`config.mk`:
```
export PLATFORM = sky130hd
export DESIGN_NAME = rbbf_div_cell
export DESIGN_NICKNAME = d
export VERILOG_FILES = /design/src/sv/rbbf_pkg.sv /design/src/sv/rbbf_div_cell.sv
export SDC_FILE = /design/constraint.sdc
export NUM_CORES = 1
export LEC_CHECK = 0
export BUFFER_PORTS_ARGS = -buffer_cell sky130_fd_sc_hd__buf_4
export CAP_MARGIN = 15
export CORE_ASPECT_RATIO = 1.75
export CORE_MARGIN = 3
export CORE_UTILIZATION = 49
export DETAILED_ROUTE_END_ITERATION = 10
export HOLD_SLACK_MARGIN = 0.06
export PLACE_DENSITY = 0.95
export SLEW_MARGIN = 20
export SYNTH_ARGS = -nofsm -noshare
export SYNTH_HDL_FRONTEND = slang
export SYNTH_SLANG_ARGS = --single-unit
```
`constraint.sdc`:
```
create_clock -name aclk -period 4.7 [get_ports aclk]
set_input_delay 0.94 -clock aclk [delete_from_list [all_inputs] [get_ports aclk]]
set_output_delay 0.94 -clock aclk [all_outputs]
set_load 0.005 [all_outputs]
```
`src/sv/rbbf_pkg.sv`:
```
// Shared types, widths and codes for the RGB box blur filter.
package rbbf_pkg;

    localparam int MAX_WIDTH_DEF  = 512;
    localparam int MAX_RADIUS_DEF = 7;

    localparam int PIX_W      = 24;
    localparam int NCH        = 3;
    localparam int COL_W      = 10;
    localparam int ROW_W      = 11;
    localparam int HGT_W      = 10;
    localparam int WS_W       = 4;
    localparam int RAD_W      = 3;
    localparam int WIN_W      = 4;
    localparam int CNT_W      = 21;
    localparam int LAG_W      = 14;
    localparam int SUM_W      = 16;
    localparam int DIV_W      = 8;
    localparam int DCNT_W     = 4;
    localparam int CFG_IDX_W  = 2;
    localparam int CFG_DATA_W = 10;

    localparam logic [COL_W-1:0] WIDTH_RST  = 10'd512;
    localparam logic [HGT_W-1:0] HEIGHT_RST = 10'd512;
    localparam logic [WS_W-1:0]  WINDOW_RST = 4'd3;

    typedef enum logic [CFG_IDX_W-1:0] {
        CFG_WIDTH  = 2'd0,
        CFG_HEIGHT = 2'd1,
        CFG_WINDOW = 2'd2
    } cfg_idx_t;

    typedef enum logic [2:0] {
        ST_IDLE,
        ST_START,
        ST_BACK,
        ST_SUM,
        ST_SETTLE,
        ST_DIV,
        ST_DONE
    } state_t;

    typedef struct packed {
        logic [NCH-1:0][SUM_W-1:0] num;
        logic [NCH-1:0][DIV_W-1:0] rem;
        logic [NCH-1:0][SUM_W-1:0] quo;
        logic [DIV_W-1:0]          dvs;
    } div_cell_t;

endpackage

```
`src/sv/rbbf_div_cell.sv`:
```
// One restoring-division cell: retires one quotient bit per channel and hands on.
module rbbf_div_cell (
    input  logic                aclk,
    input  logic                en,
    input  rbbf_pkg::div_cell_t cell_in,
    output rbbf_pkg::div_cell_t cell_out
);

    rbbf_pkg::div_cell_t cell_reg;
    rbbf_pkg::div_cell_t cell_next;
    logic [rbbf_pkg::NCH-1:0][rbbf_pkg::DIV_W:0] rem_sh;
    logic [rbbf_pkg::NCH-1:0]                    ge;

    always_comb begin
        cell_next     = cell_in;
        for (int ch = 0; ch < rbbf_pkg::NCH; ch++) begin
            rem_sh[ch] = {cell_in.rem[ch], cell_in.num[ch][rbbf_pkg::SUM_W-1]};
            ge[ch]     = rem_sh[ch] >= {1'b0, cell_in.dvs};
            cell_next.rem[ch] = ge[ch]
                ? rbbf_pkg::DIV_W'(rem_sh[ch] - {1'b0, cell_in.dvs})
                : rbbf_pkg::DIV_W'(rem_sh[ch]);
            cell_next.quo[ch] = {cell_in.quo[ch][rbbf_pkg::SUM_W-2:0], ge[ch]};
            cell_next.num[ch] = {cell_in.num[ch][rbbf_pkg::SUM_W-2:0], 1'b0};
        end
    end

    always_ff @(posedge aclk) begin
        if (en) begin
            cell_reg <= cell_next;
        end
    end

    assign cell_out = cell_reg;

endmodule

```
Yosys cells after proc, flatten, opt, wreduce, memory -nomap -nowiden

Cells that the tools add are included.

Bits in registers: 125
Bits of input ports: 130

Add/sub/neg operators: 3
Magnitude comparators: 3
Muxes and demuxes: 3

Operators by type and width:

| operator                                   | count |
|---|---|
| greater-or-equal comparator 9 x 8 -> 1 bit | 3 |
| two-way mux 8 bit                          | 3 |
| subtractor 8 bit                           | 3 |

Longest topological paths before layout

Depth after elaboration: 2
Mapped depth: 8
Mapped depth without buffers: 8

Worst setup path after synthesis

Ideal clock, no wire load.

Path type: input-to-reg
Start: input cell_in[3] (netlist bit)
End: register cell_reg, in the netlist cell_out[66] (data pin)
Setup time: 260 ps
Data arrival time: 2431 ps
Data required time: 4440 ps
Path slack: 2009 ps
Cell stages on the path: 7
Cell sequence: inv_1 ha_1 a21o_1 a21oi_2 o21ai_2 a41oi_4 mux2_2

RTL lines:

| what                 | line                | RTL |
|---|---|---|
| from (decl)          | rbbf_div_cell.sv:5  | `input rbbf_pkg::div_cell_t cell_in,` |
| to (signal assigned) | rbbf_div_cell.sv:29 | `cell_reg <= cell_next;` |
| to (decl)            | rbbf_div_cell.sv:9  | `rbbf_pkg::div_cell_t cell_reg;` |

==> out/qor.yml <==
timing:
  rsz0062_at_grt: "false"
  setup_violations: 0
  post-route-period-util_pct: 56.7
  fin_tns_setup_ns: 0
  max-slew-margin-rel_pct: 43.9
  tightest_slew_ns: 0.842
  fin_crit_ns: 2.66
  slew_violations: 0
  hold_viol: 0
  setup_ws_ns: 2.04
  whs_ns: 0.705
  fmax_mhz: 375
drt:
  first_iter_violations: 272
  route.detailed.drc: 0
  via_per_inst: 5.29
  ant_nets: 0
  wire_per_inst_um: 22.1
  wl_um: 16000
  dr.pass1.iters: 5
  vias: 3817
worst_setup_path:
  crit_chain: "buf_4 -> inv_1 -> ha_1 -> a21o_1 -> a21oi_2 -> o21ai_2 -> a41oi_4 -> mux2_2"
  slowest_stage: "a41oi_4"
  worst_setup_path_start_kind: "input port"
  critPathRequiredTime_ns: 4.86
  path_delay_family: "compound AO/OA/AOI/OAI gates"
  worst-path-buf-inv: 2
  cp.arrival_ns: 2.82
  setup.worst_path.class: "in2reg"
  max_stage_delay_ns: 0.41
  end_kind: "flop"
  path_max_fanout: 8
grt:
  busiest_layer: "met2"
  grt_start_max_net_pins: 93
  grt_pass1_wl_um: 23200
  grt-ovfl-total: 0
  grt_pass1_vias: 3939
  grt_usage_pct: 26.5
  grt.met2_usage_pct: 49.1
  grtUsageMet1_pct: 28.2
  antenna_found_initial: 0
  grtUsageMet3_pct: 7.73
yosys:
  synth_warnings: 0
  syn_inst: 313
  synth_ff_type: "edfxtp_1"
  synth.area.top_cells: "edfxtp_1, ha_1, mux2_2, o21ai_0, inv_1"
  synth_top_area_share_pct: 72.6
  avgSynthCellArea_um2: 16.5
  ys_ff_latch: 125
  yosysMostFrequentCell: "edfxtp_1"
  synth_edf_count: 125
  synth_commonest_cells: "edfxtp_1, ha_1, inv_1"
  synth.distinct_cells: 43
  ys_seq_area_share_pct: 72.6
  syn-cell-area_um2: 5170
  async_flop_share_pct: 0
  synth_top_cell_by_area: "edfxtp_1"
clocking:
  path_clk_slew_ns: 0.06
  post_cts_buffers: 0
  cts.sinks: 125
  cts_root_buf: "clkbuf_16"
  cts_tree: "done"
  post_cts_resized: 0
  cts_hold_buf: 0
  clk_path_buf_depth: 2
  htreeDepth: 4
  numCtsBuffers: 17
worst_hold_path:
  hp-start: "cell_in[80]"
  holdPathStages: 1
  min_path_type: "in2reg"
  whs_endpoint: "cell_out[81]$_DFFE_PP_"
finish:
  syn_to_final_growth_pct: 51.7
  nets: 739
  n_fill_cell: 608
  largest_reg_flops: 125
  final_util_pct: 76.2
  fin_area_um2: 7850
  n_antenna_cell: 0
  drive_above_1_share_pct: 50.9
  final_cells: 722
die:
  core_um2: 10300
  dieArea_um2: 11900
  ios: 258
  die_width_um: 83.7
  num_rows: 49
  floorplan.initialDensity_pct: 50.2
  die_height_um: 142
placed_design:
  place_area_um2: 7200
  post-place-ws_ns: 1.62
  dp.cells: 690
  port_buffers: 251
  place_congestion: 0.899
  dpl.hpwl_um: 11800
pwr:
  power_leakage_nw: 3.40
  power_mw: 3.29
  irDropWorstVdd_v: 0.000312
  powerDensity_nw_per_um2: 419
status:
  status: "finished, final reports clean"
flow_run:
  drv_cap: 0
cell type report:
type	instances	area, µm²	share of cell area (%)
tap	127	159	2.03
timing repair buffer	253	1900	24.3
clock buffer	18	429	5.47
inverter	20	75.1	0.957
sequential	125	3750	47.8
multi-input combinational	165	1320	16.8
clock inverter	14	209	2.66
cell families (layout without fill, tap and decap cells):
family          Yosys count  count (layout)  share of synthesized area, %
buf+inv                  25             305                          2.08
mux                      16              16                          3.36
compound gates           62              62                          8.76
xor+xnor                  9               9                          1.52
simple gates             48              48                          4.65
fa+ha+maj                27              27                          6.97
other cells               1               3                        0.0725
flops                   125             125                          72.6
per-layer routing:
layer	routed length [µm]	part of all wire, %
met5	0	0
met4	361	2.3
met3	1080	6.8
met2	9080	57
met1	5450	34
report_power, final:
| part | switching, mW | leakage (nW) | internal (mW) |
|---|---|---|---|
| Combinational | 0.222 | 1.87 | 0.272 |
| Clock | 0.505 | 0.308 | 0.900 |
| Sequential | 0.0361 | 1.22 | 1.35 |
how the worst max path moves through the flow:
| stage | startpoint | to | slack, ns | cells past startpoint |
|---|---|---|---|---|
| floorplan | cell_in[3] | cell_out[66]$_DFFE_PP_ | 2.01 | 7 |
| detailed placement | cell_in[3] | cell_out[69]$_DFFE_PP_ | 1.62 | 8 |
| global placement | cell_in[3] | cell_out[68]$_DFFE_PP_ | 1.66 | 8 |
| global route | cell_in[3] | cell_out[66]$_DFFE_PP_ | 1.97 | 8 |
| CTS | cell_in[3] | cell_out[68]$_DFFE_PP_ | 2.04 | 8 |
| finish | cell_in[3] | cell_out[67]$_DFFE_PP_ | 2.04 | 8 |
cell usage in the layout, fill, tap and decap left out, drive strengths merged, types with 4 or more instances in the layout:
cell    instances
a21o            7
a21oi          12
a31oi           4
buf           253
bufinv          4
clkbuf         18
clkinv          5
edfxtp        125
ha             24
inv            24
mux2           11
mux2i           5
nand2          13
nand2b          5
nand3           6
nor2           10
nor2b           6
o21a            6
o21ai          17
xnor2           6
Power figures use the tool's default switching activity.
